`src/rtl/nrs_pkg.sv`:
```
// ---------------------------------------------------------------------------
// nrs_pkg
// Shared types and fixed constants of the nearest request scheduler.
// ---------------------------------------------------------------------------
`timescale 1ns / 1ps
`default_nettype none

package nrs_pkg;

    // item opcodes
    localparam logic OP_ADD   = 1'b0;
    localparam logic OP_SERVE = 1'b1;

    // fixed widths of the result fields
    localparam int POS_FIELD_W = 16;
    localparam int SUM_W       = 32;

    // control from sequencer to the nearest search unit
    typedef struct packed {
        logic clear;   // start a new search
        logic sample;  // read data is a valid entry, fold it in
    } scan_ctl_t;

    // status of the nearest search unit
    typedef struct packed {
        logic left_found;
        logic right_found;
    } scan_stat_t;

endpackage

`default_nettype wire

```
`src/rtl/nrs_mem.sv`:
```
// ---------------------------------------------------------------------------
// nrs_mem
// Request store: one write port, one read port, registered read data.
// ---------------------------------------------------------------------------
`timescale 1ns / 1ps
`default_nettype none

module nrs_mem #(
    parameter int SLOTS    = 64,
    parameter int POS_BITS = 16,
    parameter int IDX_W    = $clog2(SLOTS)
) (
    input  wire logic                clk,
    input  wire logic                wr_en,
    input  wire logic [IDX_W-1:0]    wr_addr,
    input  wire logic [POS_BITS-1:0] wr_data,
    input  wire logic                rd_en,
    input  wire logic [IDX_W-1:0]    rd_addr,
    output logic      [POS_BITS-1:0] rd_data
);

    logic [POS_BITS-1:0] mem [SLOTS];

    always_ff @(posedge clk)
    begin
        if (wr_en)
        begin
            mem[wr_addr] <= wr_data;
        end
    end

    always_ff @(posedge clk)
    begin
        if (rd_en)
        begin
            rd_data <= mem[rd_addr];
        end
    end

endmodule

`default_nettype wire

```
`src/rtl/nrs_scan.sv`:
```
// ---------------------------------------------------------------------------
// nrs_scan
// Nearest search: folds one stored position per cycle into the best
// candidate at or left of the head and the best strictly right of it.
// ---------------------------------------------------------------------------
`timescale 1ns / 1ps
`default_nettype none

module nrs_scan #(
    parameter int SLOTS    = 64,
    parameter int POS_BITS = 16,
    parameter int IDX_W    = $clog2(SLOTS)
) (
    input  wire logic                clk,
    input  wire logic                rst_n,
    input  wire nrs_pkg::scan_ctl_t  ctl,
    input  wire logic [POS_BITS-1:0] head,
    input  wire logic [POS_BITS-1:0] entry_pos,
    input  wire logic [IDX_W-1:0]    entry_idx,
    output nrs_pkg::scan_stat_t      stat,
    output logic      [IDX_W-1:0]    left_idx,
    output logic      [IDX_W-1:0]    right_idx,
    output logic      [POS_BITS-1:0] left_pos,
    output logic      [POS_BITS-1:0] right_pos,
    output logic      [POS_BITS-1:0] left_d,
    output logic      [POS_BITS-1:0] right_d
);

    logic                left_found_reg;
    logic                right_found_reg;
    logic [IDX_W-1:0]    left_idx_reg;
    logic [IDX_W-1:0]    right_idx_reg;
    logic [POS_BITS-1:0] left_pos_reg;
    logic [POS_BITS-1:0] right_pos_reg;
    logic [POS_BITS-1:0] left_d_reg;
    logic [POS_BITS-1:0] right_d_reg;

    logic                is_left;
    logic [POS_BITS-1:0] d;
    logic                take_left;
    logic                take_right;

    always_comb
    begin
        is_left    = (entry_pos <= head);
        d          = is_left ? (head - entry_pos) : (entry_pos - head);
        // strict compare keeps the first hit among equals
        take_left  = ctl.sample && is_left && (!left_found_reg || (d < left_d_reg));
        take_right = ctl.sample && !is_left && (!right_found_reg || (d < right_d_reg));
    end

    always_ff @(posedge clk or negedge rst_n)
    begin
        if (!rst_n)
        begin
            left_found_reg  <= 1'b0;
            right_found_reg <= 1'b0;
        end
        else if (ctl.clear)
        begin
            left_found_reg  <= 1'b0;
            right_found_reg <= 1'b0;
        end
        else
        begin
            if (take_left)
            begin
                left_found_reg <= 1'b1;
            end
            if (take_right)
            begin
                right_found_reg <= 1'b1;
            end
        end
    end

    always_ff @(posedge clk)
    begin
        if (take_left)
        begin
            left_idx_reg <= entry_idx;
            left_pos_reg <= entry_pos;
            left_d_reg   <= d;
        end
        if (take_right)
        begin
            right_idx_reg <= entry_idx;
            right_pos_reg <= entry_pos;
            right_d_reg   <= d;
        end
    end

    assign stat.left_found  = left_found_reg;
    assign stat.right_found = right_found_reg;
    assign left_idx         = left_idx_reg;
    assign right_idx        = right_idx_reg;
    assign left_pos         = left_pos_reg;
    assign right_pos        = right_pos_reg;
    assign left_d           = left_d_reg;
    assign right_d          = right_d_reg;

endmodule

`default_nettype wire

```
`src/rtl/nearest_request_scheduler_core.sv`:
```
// ---------------------------------------------------------------------------
// nearest_request_scheduler_core
// Shortest-seek-first scheduler over a store of pending positions.
// ---------------------------------------------------------------------------
// Usage:
//   Input channel (in_valid/in_ready) carries one beat per item: op selects
//   add (store position) or serve (move head to nearest pending position).
//   Output channel (out_valid/out_ready) returns exactly one beat per item:
//   served, moved_to, distance, total_travel, dropped.
//   Pending requests live packed in slots 0..count-1 of a single-port-read
//   memory; a serve moves the last entry into the freed slot.
//   Steps from input accept to output beat (receiver ready):
//     add or empty serve: store write (add only), then result
//     serve, N pending:   one memory read per pending entry, then pick,
//                         compaction write-back, result
//   One item in work at a time; the next beat is taken once the result is registered.
//   Reset: store empty, head 0, heading right, travel 0; no clear sweep.
//   Receiver stall: the result holds in the output register and the block
//   stops after finishing the following item until the beat is taken.
// ---------------------------------------------------------------------------
`timescale 1ns / 1ps
`default_nettype none

module nearest_request_scheduler_core #(
    parameter int SLOTS    = 64,
    parameter int POS_BITS = 16
) (
    input  wire logic        clk,
    input  wire logic        rst_n,
    // input channel
    input  wire logic        in_valid,
    output logic             in_ready,
    input  wire logic        op,
    input  wire logic [15:0] position,
    // output channel
    output logic             out_valid,
    input  wire logic        out_ready,
    output logic             served,
    output logic [15:0]      moved_to,
    output logic [15:0]      distance,
    output logic [31:0]      total_travel,
    output logic             dropped
);

    localparam int IDX_W = $clog2(SLOTS);
    localparam int CNT_W = $clog2(SLOTS + 1);
    localparam int PF_W  = nrs_pkg::POS_FIELD_W;
    localparam int SUM_W = nrs_pkg::SUM_W;

    // sequencer states
    localparam logic [2:0] S_IDLE = 3'd0;
    localparam logic [2:0] S_SCAN = 3'd1;
    localparam logic [2:0] S_PICK = 3'd2;
    localparam logic [2:0] S_MOVE = 3'd3;
    localparam logic [2:0] S_DONE = 3'd4;

    logic [2:0]          state_reg,       state_next;
    logic [CNT_W-1:0]    count_reg,       count_next;
    logic [IDX_W-1:0]    data_idx_reg,    data_idx_next;
    logic [IDX_W-1:0]    sel_idx_reg,     sel_idx_next;
    logic [POS_BITS-1:0] head_reg,        head_next;
    logic                heading_r_reg,   heading_r_next;
    logic [SUM_W-1:0]    travel_reg,      travel_next;
    logic                res_served_reg,  res_served_next;
    logic [PF_W-1:0]     res_dist_reg,    res_dist_next;
    logic                res_dropped_reg, res_dropped_next;

    logic                out_valid_reg;
    logic                served_reg;
    logic [PF_W-1:0]     moved_to_reg;
    logic [PF_W-1:0]     distance_reg;
    logic [SUM_W-1:0]    total_reg;
    logic                dropped_reg;

    // memory port
    logic                wr_en;
    logic [IDX_W-1:0]    wr_addr;
    logic [POS_BITS-1:0] wr_data;
    logic                rd_en;
    logic [IDX_W-1:0]    rd_addr;
    logic [POS_BITS-1:0] rd_data;

    // search unit
    nrs_pkg::scan_ctl_t  scan_ctl;
    nrs_pkg::scan_stat_t scan_stat;
    logic [IDX_W-1:0]    left_idx;
    logic [IDX_W-1:0]    right_idx;
    logic [POS_BITS-1:0] left_pos;
    logic [POS_BITS-1:0] right_pos;
    logic [POS_BITS-1:0] left_d;
    logic [POS_BITS-1:0] right_d;

    logic                in_fire;
    logic                out_load;
    logic                store_full;
    logic [IDX_W-1:0]    last_idx;
    logic [POS_BITS-1:0] pos_in;
    logic                go_left;
    logic [POS_BITS-1:0] pick_dist;
    logic [POS_BITS-1:0] pick_pos;
    logic [IDX_W-1:0]    pick_idx;
    logic [SUM_W:0]      sum_wide;

    nrs_mem #(
        .SLOTS    (SLOTS),
        .POS_BITS (POS_BITS),
        .IDX_W    (IDX_W)
    ) u_mem (
        .clk     (clk),
        .wr_en   (wr_en),
        .wr_addr (wr_addr),
        .wr_data (wr_data),
        .rd_en   (rd_en),
        .rd_addr (rd_addr),
        .rd_data (rd_data)
    );

    nrs_scan #(
        .SLOTS    (SLOTS),
        .POS_BITS (POS_BITS),
        .IDX_W    (IDX_W)
    ) u_scan (
        .clk       (clk),
        .rst_n     (rst_n),
        .ctl       (scan_ctl),
        .head      (head_reg),
        .entry_pos (rd_data),
        .entry_idx (data_idx_reg),
        .stat      (scan_stat),
        .left_idx  (left_idx),
        .right_idx (right_idx),
        .left_pos  (left_pos),
        .right_pos (right_pos),
        .left_d    (left_d),
        .right_d   (right_d)
    );

    assign in_ready   = (state_reg == S_IDLE);
    assign in_fire    = in_valid && in_ready;
    assign store_full = (count_reg == CNT_W'(SLOTS));
    assign last_idx   = IDX_W'(count_reg - CNT_W'(1));
    assign pos_in     = POS_BITS'(position);

    // Side choice: nearer wins, a tie goes the way the head is heading.
    always_comb
    begin
        go_left   = scan_stat.left_found
                    && (!scan_stat.right_found
                        || (left_d < right_d)
                        || ((left_d == right_d) && !heading_r_reg));
        pick_dist = go_left ? left_d   : right_d;
        pick_pos  = go_left ? left_pos : right_pos;
        pick_idx  = go_left ? left_idx : right_idx;
        sum_wide  = {1'b0, travel_reg} + {1'b0, SUM_W'(pick_dist)};
    end

    always_comb
    begin
        state_next       = state_reg;
        count_next       = count_reg;
        data_idx_next    = data_idx_reg;
        sel_idx_next     = sel_idx_reg;
        head_next        = head_reg;
        heading_r_next   = heading_r_reg;
        travel_next      = travel_reg;
        res_served_next  = res_served_reg;
        res_dist_next    = res_dist_reg;
        res_dropped_next = res_dropped_reg;
        wr_en            = 1'b0;
        wr_addr          = sel_idx_reg;
        wr_data          = rd_data;
        rd_en            = 1'b0;
        rd_addr          = '0;
        scan_ctl         = '0;
        out_load         = 1'b0;

        case (state_reg)
            S_IDLE:
            begin
                if (in_fire)
                begin
                    res_served_next  = 1'b0;
                    res_dist_next    = '0;
                    res_dropped_next = 1'b0;
                    if (op == nrs_pkg::OP_ADD)
                    begin
                        if (store_full)
                        begin
                            res_dropped_next = 1'b1;
                        end
                        else
                        begin
                            // append at the end of the packed region
                            wr_en      = 1'b1;
                            wr_addr    = IDX_W'(count_reg);
                            wr_data    = pos_in;
                            count_next = count_reg + CNT_W'(1);
                        end
                        state_next = S_DONE;
                    end
                    else if (count_reg == '0)
                    begin
                        state_next = S_DONE;
                    end
                    else
                    begin
                        rd_en          = 1'b1;
                        rd_addr        = '0;
                        scan_ctl.clear = 1'b1;
                        data_idx_next  = '0;
                        state_next     = S_SCAN;
                    end
                end
            end
            S_SCAN:
            begin
                // rd_data holds entry data_idx_reg; fetch the next one
                scan_ctl.sample = 1'b1;
                if (data_idx_reg == last_idx)
                begin
                    state_next = S_PICK;
                end
                else
                begin
                    rd_en         = 1'b1;
                    rd_addr       = data_idx_reg + IDX_W'(1);
                    data_idx_next = data_idx_reg + IDX_W'(1);
                end
            end
            S_PICK:
            begin
                head_next = pick_pos;
                if (!go_left)
                begin
                    heading_r_next = 1'b1;
                end
                else if (pick_dist != '0)
                begin
                    heading_r_next = 1'b0;
                end
                travel_next     = sum_wide[SUM_W] ? '1 : sum_wide[SUM_W-1:0];
                res_served_next = 1'b1;
                res_dist_next   = PF_W'(pick_dist);
                sel_idx_next    = pick_idx;
                // fetch the last entry to fill the hole
                rd_en           = 1'b1;
                rd_addr         = last_idx;
                state_next      = S_MOVE;
            end
            S_MOVE:
            begin
                wr_en      = 1'b1;
                wr_addr    = sel_idx_reg;
                wr_data    = rd_data;
                count_next = count_reg - CNT_W'(1);
                state_next = S_DONE;
            end
            S_DONE:
            begin
                if (!out_valid_reg || out_ready)
                begin
                    out_load   = 1'b1;
                    state_next = S_IDLE;
                end
            end
            default:
            begin
                state_next = S_IDLE;
            end
        endcase
    end

    always_ff @(posedge clk or negedge rst_n)
    begin
        if (!rst_n)
        begin
            state_reg     <= S_IDLE;
            count_reg     <= '0;
            head_reg      <= '0;
            heading_r_reg <= 1'b1;
            travel_reg    <= '0;
            out_valid_reg <= 1'b0;
        end
        else
        begin
            state_reg     <= state_next;
            count_reg     <= count_next;
            head_reg      <= head_next;
            heading_r_reg <= heading_r_next;
            travel_reg    <= travel_next;
            if (out_load)
            begin
                out_valid_reg <= 1'b1;
            end
            else if (out_ready)
            begin
                out_valid_reg <= 1'b0;
            end
        end
    end

    always_ff @(posedge clk)
    begin
        data_idx_reg    <= data_idx_next;
        sel_idx_reg     <= sel_idx_next;
        res_served_reg  <= res_served_next;
        res_dist_reg    <= res_dist_next;
        res_dropped_reg <= res_dropped_next;
        if (out_load)
        begin
            served_reg   <= res_served_reg;
            moved_to_reg <= PF_W'(head_reg);
            distance_reg <= res_dist_reg;
            total_reg    <= travel_reg;
            dropped_reg  <= res_dropped_reg;
        end
    end

    assign out_valid    = out_valid_reg;
    assign served       = served_reg;
    assign moved_to     = moved_to_reg;
    assign distance     = distance_reg;
    assign total_travel = total_reg;
    assign dropped      = dropped_reg;

endmodule

`default_nettype wire

```
`config.mk`:
```
export PLATFORM = sky130hd
export DESIGN_NAME = nearest_request_scheduler_core
export DESIGN_NICKNAME = d
export VERILOG_FILES = /design/src/rtl/nrs_pkg.sv /design/src/rtl/nrs_mem.sv /design/src/rtl/nrs_scan.sv /design/src/rtl/nearest_request_scheduler_core.sv
export SDC_FILE = /design/constraint.sdc
export NUM_CORES = 1
export LEC_CHECK = 0
export BUFFER_PORTS_ARGS = -buffer_cell sky130_fd_sc_hd__buf_2
export CAP_MARGIN = 20
export CORE_ASPECT_RATIO = 1.25
export CORE_MARGIN = 1.5
export CORE_UTILIZATION = 50
export DETAILED_ROUTE_END_ITERATION = 16
export GPL_ROUTABILITY_DRIVEN = 0
export PLACE_DENSITY = 0.66
export RECOVER_POWER = 50
export REMOVE_ABC_BUFFERS = 1
export SLEW_MARGIN = 10
export SYNTH_ARGS = -nofsm -noshare
export SYNTH_HDL_FRONTEND = slang
export SYNTH_SLANG_ARGS = --single-unit
```
`constraint.sdc`:
```
create_clock -name clk -period 8.7 [get_ports clk]
set_clock_uncertainty 0.1 [all_clocks]
set_input_delay 1.74 -clock clk [delete_from_list [all_inputs] [get_ports clk]]
set_output_delay 1.74 -clock clk [all_outputs]
set_load 0.005 [all_outputs]
```
# == Word-level counts from Yosys, hierarchy flattened ==
# Memories as Yosys holds them, arrays and structs flattened. A register that Yosys moved wholly into a read port is not among the register bits.
# Cells that the tools add are included.
# totals
wordCells,141
reg_bits,234
mem_count,1
rom_bits,0
latch_bits,0
mem_bits_rw,1024
output_inout_bits,68
# classes
n_div,0
reduce_logical,32
add_sub_neg,6
n_lt_le_gt_ge,4
n_mul,0
shift,0
n_eq_ne,16
n_mux,58
bitwise,0
# mem_list
memory,depth,width,read_ports,rd_ports_with_merged_regs,write_ports,line,text
u_mem.mem,64,16,1,1,1,nrs_mem.sv:22,logic [POS_BITS-1:0] mem [SLOTS];
# op_table
cell,n
2-to-1 mux 16 bit,8
2-to-1 mux 6 bit,10
less-than comparator 16 bit,3
adder 32 x 16 -> 33 bit,1
2-to-1 mux 32 bit,1
case mux 16 bit (2 select lines),1
subtractor 16 bit,2
case mux 6 bit (2 select lines),2
2-to-1 mux 1 bit,23
2-to-1 mux 7 bit,3
== test 16 bit,1
<= comparator 16 bit,1
nonzero test 16 bit,1
2-to-1 mux 3 bit,5
case mux 3 bit (5 select lines),1
case mux 7 bit (2 select lines),1
"!= test 2 bit, second input constant",6
nonzero test 2 bit,6
"adder 7 x 1 -> 7 bit, second input constant",1
"== test 7 bit, second input constant",1
logical AND 1 bit,7
zero test 7 bit,1
"subtractor 7 x 1 -> 7 bit, second input constant",1
"adder 6 x 1 -> 6 bit, second input constant",1
other kinds (14),28

# == Logic depth before layout (Yosys ltp) ==
# logic_depth
word_depth,8
depth_mapped,26
depth_no_buf,24

# == Cells and area by module ==
# Synthesis repeated with hierarchy kept, for this count alone.
# unflattened
cells_unflattened,2986
area_unflattened_um2,53007.1
# modules_own_cells
module,cells_per_inst,instances,area_per_inst_um2
nrs_mem,1829,1,40202.3
nearest_request_scheduler_core,754,1,8167.8
nrs_scan,403,1,4636.9

# == Worst setup path before layout ==
# Ideal clock, no wire load.
# synth_path
path_kind,register to register
startpoint,"register u_mem.rd_data[10], read port of u_mem.mem"
endpoint,"register u_scan.left_d_reg[0], in the netlist u_scan.left_d[0] (enable)"
t_required_ns,8.167
t_arrival_ns,5.770
setup_ns,0.433
period_less_slack_ns,6.304
path_slack_ns,2.396
n_path_buf,2
stages_incl_launch_ff,20
cell_sequence,edfxtp_1 ha_1 clkbuf_1 and2_1 nand4_1 nor4_1 a21o_1 buf_1 mux2_2 ha_1 a21boi_0 o21a_1 o21a_1 o21a_1 o21a_1 o21ai_0 nand2b_1 a21oi_1 nor3_1 nor2_1
# synth_via
elab_chain_cells,5
elab_cells_between_ends,8
cone_classes,2 x add/sub; 2 x order compare; 1 x mux; 3 x reduce/logical
# synth_rtl
element,line,text
from (decl),nrs_mem.sv:19,output logic [POS_BITS-1:0] rd_data
<= comparator 16 bit,nrs_scan.sv:45,is_left = (entry_pos <= head);
2-to-1 mux 16 bit,nrs_scan.sv:46,d = is_left ? (head - entry_pos) : (entry_pos - head);
via u_scan.d[1],nrs_scan.sv:39,logic [POS_BITS-1:0] d;
less-than comparator 16 bit,nrs_scan.sv:48,take_left = ctl.sample && is_left && (!left_found_reg || (d < left_d_reg));
logical OR 1 bit,nrs_scan.sv:48,
logical AND 1 bit,nrs_scan.sv:48,
via u_scan.take_left,nrs_scan.sv:40,logic take_left;
to (signal assigned),nrs_scan.sv:83,left_d_reg <= d;
to (decl),nrs_scan.sv:35,logic [POS_BITS-1:0] left_d_reg;
# The timed path passes the listed nets, and every way through them passes these cells.
# A chain may end at the register's enable or synchronous reset.

# == Worst setup path in the final report ==
# layout_path
startpoint,register count_reg[0]
endpoint,"register u_mem.rd_data[6], read port of u_mem.mem (data pin)"
# layout_via
elab_chain_cells,5
elab_cells_between_ends,10
cone_classes,1 x add/sub; 1 x eq/ne; 7 x mux; 1 x reduce/logical
# layout_rtl
element,line,text
from (decl),nearest_request_scheduler_core.sv:58,"logic [CNT_W-1:0] count_reg, count_next;"
from (signal assigned),nearest_request_scheduler_core.sv:287,count_reg <= count_next;
branches (longest 5 deep; another with subtractor 7 x 1 -> 7 bit),n/a,
# Parallel ways; which one is timed is not known.

==> impl.org <==
** Worst hold path
- Along the worst hold path, the cell count comes to 0.
- Worst hold start :: res_dist_reg[10]$_SDFFCE_PN0P_
- Worst min path class :: reg2reg
- The path with the worst hold slack has its endpoint at distance[10]$_DFFE_PP_.

** Synthesis
- Yosys top cell area share :: 0.6903
- The biggest area contributor in the post-synthesis netlist is edfxtp_1.
- The cell count after synthesis came out at ~3,600.
- The synthesized netlist contains 77 unique library cells.
- Share of synthesized area occupied by flip-flops and latches :: 0.7198
- Ranked by total cell area, the synthesized netlist is headed by edfxtp_1 69%, nand2_1 4.4%, mux4_2 3.4%, dfrtp_1 2.9%, mux2i_1 2.4%.
- Async set or reset register ratio after synthesis :: 0.04867
- Among all cell types in the netlist, the one instantiated most often is edfxtp_1.
- Synth cell count leaders :: 1,212 x edfxtp_1, 614 x nand2_1, 232 x nand3_1
- Averaged over all synthesized cells, the footprint is approximately 14 um^2.
- After synthesis the netlist holds a flip-flop and latch count of 1,274.
- Warnings, synthesis :: 0
- Mapped Area :: roughly 53,000 um^2
- The most used flip-flop cell after synthesis is edfxtp_1.
- The synthesized design contains approximately 1,200 enable-type register cells.

** Route
- After detailed routing, the number of remaining DRC violations is 0.
- Initial drt markers :: about 2,900
- The first detailed-routing pass ran for 6 iterations.
- Across all layers, the routed design uses approximately 31,000 vias.
- After detailed routing, the number of vias per cell comes to slightly below 6.
- In this run the remaining antenna-violating nets after routing total 0.
- Average wire length per cell after detail routing :: roughly 24 um
- Detailed Route WL :: around 120,000 um

** Pwr
- VDD sags by at most ~0.00027 V.
- For this design the static power due to leakage is 19.87 nW.
- Dividing total power by cell area gives a power density of 403.6 nW/um^2.

** Setup path
- Along the worst path, the maximum fanout reaches 22.
- The slowest stage of the critical path belongs to the cell nor4_1.
- The largest single stage delay on the critical path is between 1.5 and 2 ns.
- Slack of the worst reg-to-reg path :: 1.64 ns
- STA classifies the critical path endpoint as a flip-flop.
- In this run the critical register-to-register path is captured at u_mem.rd_data[6]$_DFFE_PP_.
- Sequence of cells on the critical path :: inv_1, ha_1, xnor2_1, xor2_1, nand3_1, nor4_1, o32ai_2, buf_4, nand2_2, buf_4, o22ai_1, a211oi_1, a22oi_1, and3_1
- Data required time at the worst endpoint :: between 9 and 10 ns
- Crit path top cell by count :: buf_4
- Origin of the critical flop-to-flop path :: count_reg[0]$_DFFE_PN0P_
- Worst endpoint data arrival time :: 7.44 ns
- The worst setup path is launched from a flip-flop.
- Depth of the most critical reg-to-reg path :: 14
- Startpoint-to-endpoint class of the critical path :: reg2reg

** Status
- The flow ran to the end, but the final reports show violations.
- Violations in the final reports :: max-capacitance violations, max-slew violations

** Cells and area
- Excluding fillers, the count of instances in the completed layout stands at 5,213.
- The finished cells cover around 60,000 um^2.
- At the end of the flow, the number of nets in the layout was about 3,900.
- Number of flip-flops in the largest register :: 1,024
- Of the cells placed in the final design, the portion with a size suffix greater than 1 is 0.1046.
- Synth-to-Final Area Change :: 10.87%

** Global route
- The number of global-route vias before repair was between 30,000 and 40,000.
- The number of antenna violations at the first check in global routing is 1.
- Global routing usage summed across all routing layers :: 0.2304
- Leftover overflow at the end of global routing :: 0
- Pin count of the biggest net entering global routing :: ~130
- Wire length of the first global-routing pass :: roughly 190,000 um

** Floorplanning
- Number of placement rows :: about 130
- Measured along the y axis, the die boundary spans between 300 and 400 um.
- The die is 293.4 um wide.
- Pin placement for this block handled about 90 I/O pins.
- For this configuration, the core starts out at a cell density of 0.5029.
- Die ar. :: approximately 110,000 um^2
- The region available for standard cell placement spans about 100,000 um^2.

** CTS
- In this run, CTS created clock tree buffers numbering between 100 and 150.
- Once the clock tree was built, the resizer swapped 0 gates to a different size.
- Post-CTS setup buffers :: 0
- After clock tree synthesis, the clock-pin slew on the worst setup and hold paths is ~0.07 ns.
- Clock H-tree levels :: 3
- Clk Latency, worst-skew pair :: 0.74 ns
- Worst-case clock buffer depth :: 3
- Clock tree synthesis selected as its root buffer the cell clkbuf_16.
- Count of hold buffers inserted by post-cts repair :: 0
- CTS tree :: done
- Counting every sink on the clock net gives between 1,000 and 1,500.

** Timing
- After layout, the minimum clock period comes to just over 7 ns.
- Once routing completed, OpenROAD measured the worst setup slack at between 1.5 and 2 ns.
- Setup repair after global routing missed its margin :: false
- Measured against its own limit, the worst slew margin works out to -1.668.
- The number of endpoints with negative hold slack in the final report came to 0.
- Timing would allow up to between 100 and 150 MHz.
- Number of pins with negative max-slew slack in the final report :: 243
- Setup violations remaining at the end of the flow were counted as 0.
- Worst Max-Slew Pin Slew :: around 4.0 ns
- Share of the clock period used by the worst path after layout :: 0.8121

** Placed design
- The wire-length estimate of the detail-placed layout is 75,690 um.
- Including well taps, the total number of placed cells is 5,004.
- Buffers placed on the I/O ports in this run total 88.
- The placed instances occupy a cell area of about 55,000 um^2.
- Place WS :: approximately 2.2 ns

** Flow run
- Max-cap violations in this run came to 6.
metrics by stage:
stage / utilization / total power, mW / TNS, ns / hold WS (ns)
2_1_floorplan: - / 15.84 / -95.51 / 0.3003
3_3_place_gp: 0.5264 / 18.74 / 0 / 0.3015
3_5_place_dp: 0.5264 / 18.88 / 0 / 0.3045
4_1_cts: 0.5603 / 23.70 / 0 / 0.3179
5_1_grt: 0.5575 / 24.77 / 0 / 0.3239
6_report: 0.5576 / 23.59 / 0 / 0.3187
area by class of cell:
type	count	area [um^2]
fillers	8245	46380
diodes	1	2.502
repair buffers	204	1086
clock buffers	141	2994
inverters	93	349.1
multi-input cells	2083	13830
well taps	1350	1689
flip-flops and latches	1274	37950
clock inverters	67	556.8
kinds of logic after synthesis:
kind of cell	count (synthesis)	share of synthesized area
AOI/OAI and AO/OA	492	0.06201
xor gates and xnor gates	49	0.008283
adders and majority gates	99	0.02392
buffers and inverters	283	0.02278
DFF	1274	0.7198
muxes	216	0.06006
and+or+nand+nor	1227	0.1032
worst max path at each step:
stage	startpoint	end
after floorplan	count_reg[0]$_DFFE_PN0P_	u_mem.rd_data[14]$_DFFE_PP_
after global routing	u_scan.right_d[1]$_DFFE_PP_	travel_reg[3]$_DFFE_PN0P_
after CTS	u_scan.left_d[1]$_DFFE_PP_	travel_reg[3]$_DFFE_PN0P_
after global placement	u_scan.right_d[1]$_DFFE_PP_	travel_reg[2]$_DFFE_PN0P_
final	count_reg[0]$_DFFE_PN0P_	u_mem.rd_data[6]$_DFFE_PP_
after detailed placement	u_scan.left_d[1]$_DFFE_PP_	travel_reg[3]$_DFFE_PN0P_
layout by cell type (no fill, tap or decap), types with 29 or more instances in the layout:
cell	instances
mux2i_1	124
a211oi_1	84
a21oi_1	73
ha_1	96
nand2_1	612
o22ai_1	51
a21o_1	32
dfrtp_1	61
nor2_1	168
a22oi_1	32
buf_2	52
clkbuf_1	117
edfxtp_1	1212
clkbuf_16	114
nand4_1	78
mux4_2	79
a31oi_1	84
xnor2_1	29
o21ai_0	42
nand3_1	232
buf_4	55
inv_1	93
routing by layer:
layer  track usage  up-vias  wire, um
li1              -    14050         -
met1        0.3002    15470     49670
met2        0.3955     1126     62890
met3       0.02445      206      7297
met4       0.09397        0      4445
met5             0        -         0
worst max-delay path, delay by kind of cell (launching register included):
family	cells	cell delay, ns
xor+xnor	2	0.71
compound gates	4	1.27
flops	1	0.59
simple gates	4	2.85
buf+inv	3	0.92
fa+ha+maj	1	0.31
report_power, final:
part / switching (mW) / total, mW / internal [mW]
Clock: 2.21 / 4.84 / 2.63
Sequential: 0.342 / 8.75 / 8.41
Combinational: 6.77 / 10.0 / 3.23
Total: 9.32 / 23.6 / 14.3
Note: power is estimated with default switching activity, not from simulation.
